==> src/ljsd_pkg.sv <==
// ----------------------------------------------------------------------------
// ljsd_pkg
// Shared types, constants and table lookups for the lossless scan decoder.
// ----------------------------------------------------------------------------
package ljsd_pkg;

	localparam int MAX_WIDTH       = 8192;
	localparam int ADDR_W          = $clog2(MAX_WIDTH);
	localparam int MAX_CODE_LENGTH = 16;
	localparam int NUM_SYMBOLS     = 17;
	localparam int CFG_DATA_W      = 45;

	localparam logic [2:0] REG_COUNTS_SHORT  = 3'd0;
	localparam logic [2:0] REG_COUNTS_LONG   = 3'd1;
	localparam logic [2:0] REG_SYMBOLS_FIRST = 3'd2;
	localparam logic [2:0] REG_SYMBOLS_REST  = 3'd3;
	localparam logic [2:0] REG_LINE_WIDTH    = 3'd4;
	localparam logic [2:0] REG_FRAME_HEIGHT  = 3'd5;
	localparam logic [2:0] REG_PRECISION     = 3'd6;
	localparam logic [2:0] REG_PREDICTOR     = 3'd7;

	localparam logic [2:0] PRED_NONE = 3'd0;
	localparam logic [2:0] PRED_A    = 3'd1;
	localparam logic [2:0] PRED_B    = 3'd2;
	localparam logic [2:0] PRED_C    = 3'd3;
	localparam logic [2:0] PRED_ABC  = 3'd4;
	localparam logic [2:0] PRED_ABC2 = 3'd5;
	localparam logic [2:0] PRED_BAC2 = 3'd6;
	localparam logic [2:0] PRED_AVG  = 3'd7;

	localparam logic [7:0] MARKER_BYTE = 8'hFF;

	typedef enum logic [1:0] {
		S_IDLE,
		S_BIT,
		S_EMIT
	} state_t;

	typedef struct packed {
		logic [39:0] counts_short;
		logic [39:0] counts_long;
		logic [44:0] symbols_first;
		logic [39:0] symbols_rest;
	} huff_cfg_t;

	typedef struct packed {
		logic [13:0] line_width;
		logic [15:0] frame_height;
		logic [4:0]  sample_precision;
		logic [2:0]  predictor_select;
	} recon_cfg_t;

	typedef struct packed {
		logic        valid;
		logic        bad;
		logic [15:0] diff;
	} bit_res_t;

	typedef struct packed {
		logic [15:0] pixel;
		logic        row_last;
		logic        frame_last;
		logic        frame_done;
	} pix_res_t;

	// number of codes of a given length, zero outside 1..16
	function automatic logic [4:0] count_of(huff_cfg_t c, logic [4:0] len);
		logic [4:0] r;
		r = 5'd0;
		for (int i = 0; i < 8; i++) begin
			if (len == 5'(i + 1)) r = c.counts_short[5*i +: 5];
			if (len == 5'(i + 9)) r = c.counts_long[5*i +: 5];
		end
		return r;
	endfunction

	function automatic logic [4:0] symbol_at(huff_cfg_t c, logic [4:0] idx);
		logic [4:0] r;
		r = 5'd0;
		for (int i = 0; i < 9; i++) begin
			if (idx == 5'(i)) r = c.symbols_first[5*i +: 5];
		end
		for (int i = 0; i < 8; i++) begin
			if (idx == 5'(i + 9)) r = c.symbols_rest[5*i +: 5];
		end
		return r;
	endfunction

endpackage

==> src/ljsd_bitdec.sv <==
// ----------------------------------------------------------------------------
// ljsd_bitdec
// One-bit-per-step canonical Huffman and extra-bit decoder.
// ----------------------------------------------------------------------------
module ljsd_bitdec (
	input  logic                clk,
	input  logic                arst_n,
	input  logic                clear,
	input  logic                bit_en,
	input  logic                bit_val,
	input  ljsd_pkg::huff_cfg_t cfg,
	output ljsd_pkg::bit_res_t  res
);

	logic [15:0] code_acc_q;
	logic [4:0]  code_len_q;
	logic [21:0] first_q;
	logic [9:0]  base_q;
	logic        reading_extra_q;
	logic [4:0]  category_q;
	logic [15:0] extra_acc_q;
	logic [4:0]  extra_cnt_q;

	logic [15:0] acc_n;
	logic [4:0]  len_n;
	logic [4:0]  cnt_prev;
	logic [4:0]  cnt_cur;
	logic [21:0] first_n;
	logic [9:0]  base_n;
	logic [21:0] offset;
	logic        hit;
	logic [9:0]  sym_idx;
	logic [4:0]  sym;
	logic [15:0] eacc_n;
	logic [4:0]  ecnt_n;
	logic [15:0] half;
	logic [15:0] extra_diff;

	// per-length first code and symbol base carried from the previous bit
	always_comb begin
		acc_n    = {code_acc_q[14:0], bit_val};
		len_n    = code_len_q + 5'd1;
		cnt_prev = ljsd_pkg::count_of(cfg, code_len_q);
		cnt_cur  = ljsd_pkg::count_of(cfg, len_n);
		if (code_len_q == 5'd0) begin
			first_n = 22'd0;
			base_n  = 10'd0;
		end else begin
			first_n = 22'((first_q + 22'(cnt_prev)) << 1);
			base_n  = base_q + 10'(cnt_prev);
		end
		offset  = 22'(acc_n) - first_n;
		hit     = (22'(acc_n) >= first_n) && (offset < 22'(cnt_cur));
		sym_idx = base_n + offset[9:0];
		sym     = ljsd_pkg::symbol_at(cfg, sym_idx[4:0]);

		eacc_n     = {extra_acc_q[14:0], bit_val};
		ecnt_n     = extra_cnt_q + 5'd1;
		half       = 16'(17'd1 << (category_q - 5'd1));
		extra_diff = eacc_n;
		if (eacc_n < half) extra_diff = 16'(17'(eacc_n) + 17'd1 - (17'd1 << category_q));

		res = '0;
		if (reading_extra_q) begin
			if (ecnt_n >= category_q) begin
				res.valid = 1'b1;
				res.diff  = extra_diff;
			end
		end else if (hit) begin
			if (sym_idx >= 10'(ljsd_pkg::NUM_SYMBOLS) || sym > 5'd16) begin
				res.valid = 1'b1;
				res.bad   = 1'b1;
			end else if (sym == 5'd0) begin
				res.valid = 1'b1;
			end else if (sym == 5'd16) begin
				res.valid = 1'b1;
				res.diff  = 16'h8000;
			end
		end else if (len_n >= 5'(ljsd_pkg::MAX_CODE_LENGTH)) begin
			res.valid = 1'b1;
			res.bad   = 1'b1;
		end
	end

	always_ff @(posedge clk or negedge arst_n) begin
		if (!arst_n) begin
			code_acc_q      <= '0;
			code_len_q      <= '0;
			first_q         <= '0;
			base_q          <= '0;
			reading_extra_q <= 1'b0;
			category_q      <= '0;
			extra_acc_q     <= '0;
			extra_cnt_q     <= '0;
		end else if (clear) begin
			code_acc_q      <= '0;
			code_len_q      <= '0;
			first_q         <= '0;
			base_q          <= '0;
			reading_extra_q <= 1'b0;
			category_q      <= '0;
			extra_acc_q     <= '0;
			extra_cnt_q     <= '0;
		end else if (bit_en) begin
			if (reading_extra_q) begin
				if (ecnt_n >= category_q) begin
					reading_extra_q <= 1'b0;
					category_q      <= '0;
					extra_acc_q     <= '0;
					extra_cnt_q     <= '0;
				end else begin
					extra_acc_q <= eacc_n;
					extra_cnt_q <= ecnt_n;
				end
			end else if (hit || res.valid) begin
				code_acc_q <= '0;
				code_len_q <= '0;
				first_q    <= '0;
				base_q     <= '0;
				if (!res.valid) begin
					reading_extra_q <= 1'b1;
					category_q      <= sym;
					extra_acc_q     <= '0;
					extra_cnt_q     <= '0;
				end
			end else begin
				code_acc_q <= acc_n;
				code_len_q <= len_n;
				first_q    <= first_n;
				base_q     <= base_n;
			end
		end
	end

endmodule

==> config.mk <==
export PLATFORM = sky130hd
export DESIGN_NAME = ljsd_bitdec
export DESIGN_NICKNAME = d
export VERILOG_FILES = /design/src/ljsd_pkg.sv /design/src/ljsd_bitdec.sv
export SDC_FILE = /design/constraint.sdc
export NUM_CORES = 1
export LEC_CHECK = 0
export BUFFER_PORTS_ARGS = -buffer_cell sky130_fd_sc_hd__clkbuf_2
export CAP_MARGIN = 40
export CORE_ASPECT_RATIO = 1.4
export CORE_UTILIZATION = 30
export DETAILED_ROUTE_END_ITERATION = 7
export SLEW_MARGIN = 25
export SYNTH_ARGS = -nofsm -noshare
export SYNTH_HDL_FRONTEND = slang
export SYNTH_SLANG_ARGS = --single-unit
==> constraint.sdc <==
create_clock -name clk -period 12 [get_ports clk]
set_clock_uncertainty 0.05 [all_clocks]
set_input_delay 0.6 -clock clk [delete_from_list [all_inputs] [get_ports clk]]
set_output_delay 0.6 -clock clk [all_outputs]
set_load 0.02 [all_outputs]
==> out/metrics.yaml, run 1 <==
dp_hpwl_mm: 26.9
cp.arrival_ps: 8450
port-buffer-count: 187
cts_root_buf: "clkbuf_16"
power_frac_seq: 0.156
synth-async-reset-ratio: 1.00
cp_data_required_time_ps: 11350
grt_pass1_vias: 10232
setup_viol: 0
syn_inst: 1305
drt_iter0_drc: 590
grt-ovfl-total: 0
slowest_delay_ps: 720
outcome: "finished, final reports clean"
finalSetupTns_ps: 0
cts_max_level: 3
swShare: 0.484
placed_area_um2: 11400
core_um2: 33100
seq_area_frac_synth: 0.189
synth_edf_count: 0
p_clk_frac: 0.158
p_switching_mw: 0.883
ys_types: 87
synth_top_cell_by_area: "dfrtp_1"
drv_slew: 0
maxCapViolCount: 0
num_rows: 79
fin_crit_ps: 9100
setup_ws_ps: 2900
wl_per_cell_um: 17.7
cts_resized: 0
diodes: 0
synthFlopType: "dfrtp_1"
synthesis.area_um2: 10100
clock_latency_ps: 340
clock_path_buffers: 2
cp_max_fo: 25
antenna_found_initial: 0
path_class: "flip-flop to output pin"
via_per_inst: 5.56
die_h_um: 219
synth.top_cell.area_share: 0.189
synthToLayoutAreaGrowth_pct: 16.6
grt_max_degree: 74
vias: 10582
postLayoutCellArea_um2: 11800
drive_above_1_share: 0.190
track_usage: 0.195
avgSynthCellArea_um2: 7.72
ys_top_cells_by_area: "dfrtp_1 (19%), ha_1 (12%), mux2i_1 (6.0%)"
hold_ws_ps: 122
first_pass_iters: 5
cts_setup_buffers: 0
routed_wl_mm: 33.8
p_comb_frac: 0.687
fmax_mhz: 110
cts_made_buffers: 9
ir_worst_vdd_v: 0.0000919
die_area_um2: 34300
chipWidth_um: 157
power.internal_mw: 0.942
start_kind: "flip-flop"
start_util: 0.304
relSlewSlack: 0.451
min_path_type: "input pin to async pin"
post-route-period-util: 0.758
p_per_area_nw_per_um2: 155
critPathSlowestCell: "ha_1"
fin_util: 0.355
drcViolationCount: 0
cp-end-kind: "output pin"
hold_viol_final: 0
nets: 1723
leakage_nw: 5.14
syn_nets: 1574
hold_buffers: 0
crit_top_cell: "a21oi_1"
clkSlewWorstSetupHoldPaths_ps: 60
ios: 188
place_ws_ps: 3260
cts_tree: "done"
place_congestion: 0.908
cts_sinks: 76
rsz0062_at_grt: "false"
yosys_warnings: 0
tightest_slew_ps: 823
grt_pass1_wl_mm: 53.4
ant_nets: 0
synth_seq_cells: 76
==> state kept, by name, indices dropped and copies added (netlist names) <==
register / cells
base_q: 10
category_q: 5
code_acc_q: 15
code_len_q: 5
extra_acc_q: 15
extra_cnt_q: 5
first_q: 20
reading_extra_q: 1
==> cells in the mapped netlist (18+ instances only) <==
cell type / instances
xnor2_1: 31
a21oi_1: 84
nand2b_1: 18
nor3_1: 34
nand2_1: 144
nor2b_1: 22
o21ai_0: 79
ha_1: 94
a21o_1: 20
a22o_1: 28
a211oi_1: 19
inv_1: 59
dfrtp_1: 76
o22ai_1: 35
mux2i_1: 60
o211ai_1: 19
nand3_1: 42
nor2_1: 113
clkbuf_1: 40
==> through the flow <==
stage,cells,total power [mW]
floorplan,1305,1.21
global placement,1886,1.52
detailed placement,1887,1.53
CTS,1903,1.83
global route,1904,1.97
finish,1904,1.82
==> logic make-up after synthesis <==
kind of cell,after synthesis,synth area share
simple gates,460,0.218
compound gates,412,0.277
buf+inv,122,0.0489
fa+ha+maj,99,0.127
mux,87,0.0968
flops,76,0.189
xor+xnor,49,0.0433
==> cell type report <==
cell class / instances / area, um2
Tap cell: 445 / 557
Multi-Input combinational cell: 1107 / 7700
Clock inverter: 6 / 70.1
Inverter: 59 / 221
Timing Repair Buffer: 201 / 1060
Sequential cell: 76 / 1900
Clock buffer: 10 / 239
Fill cell: 3517 / 21400
==> placed cells by master, fill, tap and decap left out, types with 8 or more instances in the layout <==
cell	instances
nand3_1	42
clkbuf_2	186
nand2b_1	18
xnor2_1	31
ha_1	94
nand4_1	14
a211oi_1	19
o21a_1	12
buf_4	13
clkbuf_16	9
o221ai_1	8
mux2_2	16
nor4_1	11
dfrtp_1	75
and3_1	8
a21oi_1	83
and2_1	14
nand2_1	144
nor2b_1	22
inv_1	59
a22o_1	28
xor2_1	17
nor2_1	113
o21ai_0	79
a31oi_1	16
o31ai_1	8
a21o_1	20
o22ai_1	35
o211ai_1	19
mux2i_1	60
nor3_1	34
==> critical path: cells and delay by family (launching register included) <==
kind	cells	cell delay, ps
compound gates	16	2930
fa+ha+maj	5	2080
simple gates	7	2220
flops	1	570
buf+inv	2	290
==> metal layers <==
metal,vias up,part of all wire,track usage
li1,5179,-,-
met1,4933,0.42,0.232
met2,407,0.49,0.353
met3,63,0.058,0.0229
met4,0,0.033,0.0778
met5,-,0,0
==> path summary, 6_finish.rpt <==
kind | cells past startpoint | slack [ps] | end | start
min in group clk | 1 | 470 | base_q[0] | base_q[0]
setup / recovery | 30 | 2900 | res[17] | code_len_q[0]
hold / removal | 1 | 120 | code_acc_q[2] | arst_n
setup reg to reg | 30 | 3250 | extra_acc_q[7] | code_len_q[0]
hold reg to reg | 1 | 470 | base_q[0] | base_q[0]
max in group asynchronous | 2 | 10730 | code_len_q[3] | arst_n
==> power by group through the flow <==
stage               Sequential [mW]  Clock (mW)  Combinational, mW
floorplan                     0.280           0              0.933
global placement              0.288           0               1.23
detailed placement            0.289           0               1.25
CTS                           0.284       0.292               1.25
global route                  0.286       0.300               1.38
finish                        0.284       0.287               1.25
No activity file was read; power rests on OpenSTA's default activity.
==> run 2: changes to the inputs <==
==> constraint.sdc (replaced) <==
create_clock -name clk -period 7.94 [get_ports clk]
set_clock_uncertainty 0.05 [all_clocks]
set_input_delay 0.397 -clock clk [delete_from_list [all_inputs] [get_ports clk]]
set_output_delay 0.397 -clock clk [all_outputs]
set_load 0.02 [all_outputs]
==> run 2 against run 1 <==
Against the previous run: combinational power grew 64%; sequential share of layout area shrank 0.67 points; critical path depth grew 1; global-route usage grew 0.19 points; clock power grew 40%; via count grew 3.0%; critical endpoint unchanged.
==> out/metrics.yaml, run 2 (synthesized netlist as in run 1, its figures left out) <==
chipWidth_um: 157  # unchanged
via_per_inst: 5.60  # +0.75%
cp-end-kind: "output pin"
clkSlewWorstSetupHoldPaths_ps: 70  # about the same
fin_util: 0.370  # +0.0153
tightest_slew_ps: 784  # -39.4 ps
placed_area_um2: 11600  # +1.9%
drv_slew: 0  # unchanged
cts_tree: "done"
die_h_um: 219  # unchanged
vias: 10902  # +3.0%
top_register: "first_q"
wl_per_cell_um: 17.6  # -1.0%
hold_ws_ps: 310  # +188 ps
layout_commonest_cell: "clkbuf_2"
place_congestion: 0.945  # +4.0%
power.internal_mw: 1.48  # +57%
grt_util_met3: 0.0219  # -0.000987
hold_viol_final: 0  # unchanged
relSlewSlack: 0.476  # +0.0250
ant_nets: 0  # unchanged
p_switching_mw: 1.40  # +58%
power_mw: 2.88  # +58%
fmax_mhz: 129
p_per_area_nw_per_um2: 235  # +51%
setup_viol: 0  # unchanged
start_util: 0.304  # unchanged
clock_latency_ps: 350  # about the same
ir_worst_vdd_v: 0.000133  # +45%
start_kind: "flip-flop"
diodes: 0  # unchanged
grt_use_met1: 0.226  # -0.00542
place_ws_ps: 44.5  # -3220 ps
num_rows: 79  # unchanged
post-route-period-util: 0.979
met2_usage: 0.353  # unchanged
setup_ws_ps: 169  # -2730 ps
maxCapViolCount: 0  # unchanged
port-buffer-count: 187  # unchanged
cp_max_fo: 4  # -84%
antenna_found_initial: 0  # unchanged
min_path_type: "input pin to flip-flop"
outcome: "finished, final reports clean"
track_usage: 0.197  # +0.00188
nets: 1766  # +2.5%
largest_reg_flops: 20  # unchanged
cp_data_required_time_ps: 7490  # -3860 ps
cts_sinks: 76  # unchanged
leakage_nw: 5.36  # +4.4%
drcViolationCount: 0  # unchanged
busiest_layer: "met2"
grt_pass1_vias: 10808  # +5.6%
reg_top3: "first_q: 20 flops, code_acc_q: 15 flops, extra_acc_q: 15 flops"
core_um2: 33100  # unchanged
cts_max_level: 3  # unchanged
postLayoutCellArea_um2: 12300  # +4.3%
dp.cells: 1912  # +1.3%
critPathSlowestCell: "or4b_4"
cts_root_buf: "clkbuf_16"
routed_wl_mm: 34.2  # +1.2%
die_area_um2: 34300  # unchanged
path_class: "flip-flop to output pin"
first_pass_iters: 7  # +2
fin_crit_ps: 7770
clock_path_buffers: 2  # unchanged
grt-ovfl-total: 0  # unchanged
grt_max_degree: 49  # -34%
cp.arrival_ps: 7320  # -1130 ps
synthToLayoutAreaGrowth_pct: 21.6
swShare: 0.485  # +0.000986
slowest_delay_ps: 530  # -190 ps
p_clk_frac: 0.140  # -0.018
crit_top_cell: "a21oi_1"
finalSetupTns_ps: 0  # unchanged
ios: 188  # unchanged
dp_hpwl_mm: 27.1  # +0.72%
instances_no_fill: 1947  # +2.3%
drive_above_1_share: 0.229  # +0.0392
drt_iter0_drc: 632  # +7.1%
final_cell_mix: "clkbuf_2 (185), nand2_1 (144), nor2_1 (113)"
p_comb_frac: 0.713  # +0.026
grt_pass1_wl_mm: 54.1  # +1.3%
power_frac_seq: 0.147  # -0.009
cts_made_buffers: 9  # unchanged
run 2: changes by cell type in the layout (fill, tap and decap cells not counted), sizes merged:
cell,previous run,this run
clkbuf,196,194
inv,61,63
buf,15,58
bufinv,1,0
dlygate4sd3,0,1
clkinvlp,0,2
clkinv,3,1
run 2: layer usage:
| layer | wire length, um | vias up | part of all wire |
|---|---|---|---|
| li1 | - | 5260 | - |
| met1 | 14100 | 5164 | 0.41 |
| met2 | 16600 | 386 | 0.49 |
| met3 | 1820 | 92 | 0.053 |
| met4 | 1640 | 0 | 0.048 |
| met5 | 0 | - | 0 |
run 2: final timing paths:
check	cells after the start	slack, ps	end	start
max in group asynchronous	3	6310	code_len_q[3]	arst_n
min in group asynchronous	2	500	base_q[6]	arst_n
setup / recovery	31	170	res[17]	code_len_q[0]
hold / removal	2	310	reading_extra_q	clear
hold reg to reg	2	470	first_q[4]	first_q[4]
setup reg to reg	34	340	extra_acc_q[5]	code_len_q[0]
run 2: final cells by class:
| type | instances | area [um2] |
|---|---|---|
| inverter | 59 | 221 |
| multi-input combinational | 1107 | 7890 |
| tap | 445 | 557 |
| clock buffer | 9 | 225 |
| clock inverter | 7 | 57.6 |
| fill | 3463 | 20900 |
| timing repair buffer | 244 | 1400 |
| sequential | 76 | 1900 |
run 2: what timing repair did:
action / in CTS / in global routing
gates cloned: 0 / 0
pin swaps: 4 / 12
resized for setup: 8 / 34
setup buffers: 7 / 11
hold buffers: 1 / 0
hold endpoints to repair: 28 / 0
setup endpoints to repair: 8 / 27
run 2: critical path, delay by kind of cell (launching register included):
| family | cells | cell delay [ps] |
|---|---|---|
| compound gates | 16 | 2570 |
| buf+inv | 3 | 350 |
| flops | 1 | 380 |
| fa+ha+maj | 5 | 1410 |
| simple gates | 7 | 2250 |
run 2: power groups by stage:
| stage | Sequential (mW) | Clock (mW) | Combinational [mW] |
|---|---|---|---|
| 2_1_floorplan | 0.423 | 0 | 1.41 |
| 3_3_place_gp | 0.428 | 0 | 1.92 |
| 3_5_place_dp | 0.429 | 0 | 1.93 |
| 4_1_cts | 0.421 | 0.414 | 1.96 |
| 5_1_grt | 0.424 | 0.428 | 2.25 |
| 6_report | 0.422 | 0.403 | 2.05 |
==> run 3: changes to the inputs <==
--- a/config.mk
+++ b/config.mk
@@ -7,7 +7,6 @@
 export LEC_CHECK = 0
 export BUFFER_PORTS_ARGS = -buffer_cell sky130_fd_sc_hd__clkbuf_2
 export CAP_MARGIN = 40
-export CORE_ASPECT_RATIO = 1.4
 export CORE_UTILIZATION = 30
 export DETAILED_ROUTE_END_ITERATION = 7
 export SLEW_MARGIN = 25
==> constraint.sdc (replaced) <==
create_clock -name clk -period 8.3 [get_ports clk]
set_clock_uncertainty 0.05 [all_clocks]
set_input_delay 0.415 -clock clk [delete_from_list [all_inputs] [get_ports clk]]
set_output_delay 0.415 -clock clk [all_outputs]
set_load 0.02 [all_outputs]
==> run 3 against run 2 <==
Against the previous run: clock-buffer cell count is 3 higher; register-to-register slack improved by 330 ps; largest power group unchanged; setup slack better by 350 ps; final cell count fell by 1.5%; core utilization down 0.62 points; sequential share of layout area is 0.43 points higher; via count decreased by 1.4%; global-route usage is 0.38 points lower; critical endpoint is now res[16].
==> out/metrics.yaml, run 3 (synthesized netlist as in run 1, its figures left out) <==
post-route-period-util: 0.937
track_usage: 0.193  # -0.00376
clock_latency_ps: 350  # about the same
core_um2: 32800  # -0.99%
rr_startpoint: "code_len_q[0]"
hold_viol_final: 0  # unchanged
fmax_mhz: 129
cts_tree: "done"
clock_path_buffers: 2  # unchanged
grt_max_degree: 71  # +45%
cts_max_level: 3  # unchanged
final_cell_mix: "clkbuf_2 (185), nand2_1 (144), nor2_1 (113)"
nets: 1741  # -1.4%
via_per_inst: 5.60  # about the same
drv_slew: 0  # unchanged
power_mw: 2.64  # -8.2%
p_per_area_nw_per_um2: 221  # -5.7%
tightest_slew_ps: 732  # -51.8 ps
relSlewSlack: 0.499  # +0.0232
leakage_nw: 5.21  # -2.9%
cp_max_fo: 8  # +4
path_class: "flip-flop to output pin"
cp-end-kind: "output pin"
drcViolationCount: 0  # unchanged
critPathSlowestCell: "o31ai_1"
cts_root_buf: "clkbuf_16"
largest_reg_flops: 20  # unchanged
cts_made_buffers: 9  # unchanged
slowest_delay_ps: 560  # +30 ps
reg_top3: "first_q: 20 flops, code_acc_q: 15 flops, extra_acc_q: 15 flops"
hold_ws_ps: 305  # -5.04 ps
hold_depth: 2  # unchanged
die_h_um: 185  # -15%
first_pass_iters: 5  # -2
r2r-end: "extra_acc_q[11]"
min_path_type: "input pin to flip-flop"
fin_crit_ps: 7780
reg2reg_slack_ps: 670  # +330 ps
ir_worst_vdd_v: 0.000124  # -6.5%
cts_sinks: 76  # unchanged
setup_viol: 0  # unchanged
chipWidth_um: 185  # +18%
grt_pass1_vias: 9994  # -7.5%
critPathTopFamily: "compound AO/OA/AOI/OAI gates"
finalSetupTns_ps: 0  # unchanged
drt_iter0_drc: 851  # +35%
top_register: "first_q"
crit_top_cell: "a21oi_1"
ant_nets: 0  # unchanged
crit_buf_inv: 2  # -1
num_rows: 66  # -16%
diodes: 0  # unchanged
dp_hpwl_mm: 26.7  # -1.7%
clkSlewWorstSetupHoldPaths_ps: 60  # about the same
min_to: "reading_extra_q"
postLayoutCellArea_um2: 11900  # -2.6%
worstRegToRegCells: 29  # -15%
cp_data_required_time_ps: 7840  # +350 ps
synthToLayoutAreaGrowth_pct: 18.4
grt-ovfl-total: 0  # unchanged
cp.arrival_ps: 7310  # about the same
outcome: "finished, final reports clean"
place_congestion: 0.945  # unchanged
start_kind: "flip-flop"
vias: 10749  # -1.4%
placed_area_um2: 11500  # -0.74%
maxCapViolCount: 0  # unchanged
wl_per_cell_um: 17.5  # -0.47%
hp-start: "clear"
start_util: 0.307  # +0.00306
antenna_found_initial: 0  # unchanged
routed_wl_mm: 33.5  # -2.0%
die_area_um2: 34300  # about the same
ios: 188  # unchanged
port-buffer-count: 187  # unchanged
drive_above_1_share: 0.205  # -0.0244
layout_commonest_cell: "clkbuf_2"
grt_pass1_wl_mm: 52.6  # -2.8%
[run 3: worst register-to-register path, delay by kind of cell (launching register included)]
family,cells,cell delay [ps]
simple gates,7,1910
buf+inv,3,650
fa+ha+maj,3,1020
compound gates,13,2910
flops,1,380
mux,2,430
xor+xnor,1,160
[run 3: area by class of cell]
class                           count  area, um2
Fill cell                        3481      20900
Multi-Input combinational cell   1107       7770
Sequential cell                    76       1900
Timing Repair Buffer              219       1220
Tap cell                          442        553
Clock buffer                       12        246
Inverter                           59        221
Clock inverter                      3       25.0
[run 3: per-stage QoR]
stage | utilization | setup WS (ps) | cells
global placement | 0.351 | 353 | 1896
floorplan | - | 727 | 1305
finish | 0.364 | 521 | 1918
CTS | 0.361 | 11.7 | 1914
detailed placement | 0.352 | 227 | 1897
global route | 0.364 | -46.3 | 1918
[run 3: worst max-delay path by stage]
stage	start	end	slack [ps]	cells past startpoint
6_report	code_len_q[0]	res[16]	520	28
5_1_grt	code_len_q[0]	res[15]	-50	29
4_1_cts	code_len_q[1]	res[15]	10	32
3_5_place_dp	code_len_q[1]	res[17]	230	31
3_3_place_gp	code_len_q[1]	res[17]	350	31
2_1_floorplan	code_len_q[0]	res[17]	730	33
[run 3: layer usage]
layer,vias to the layer above,share of wire,routed length [um],GRT usage
li1,5220,-,-,-
met1,5038,0.45,15000,0.257
met2,425,0.45,15200,0.317
met3,66,0.068,2280,0.0248
met4,0,0.032,1080,0.0717
met5,-,0,0,0
[run 3: power by group]
part | internal, mW | switching, mW
Sequential | 0.385 | 0.0199
Clock | 0.210 | 0.165
Combinational | 0.770 | 1.09
[run 3: timing repair]
item                       4_1_cts  5_1_grt
pin swaps                        1        3
setup endpoints to repair        2       37
gates resized for setup          2       17
setup buffers                    1        4
hold buffers                     1        0
hold endpoints to repair         3        0
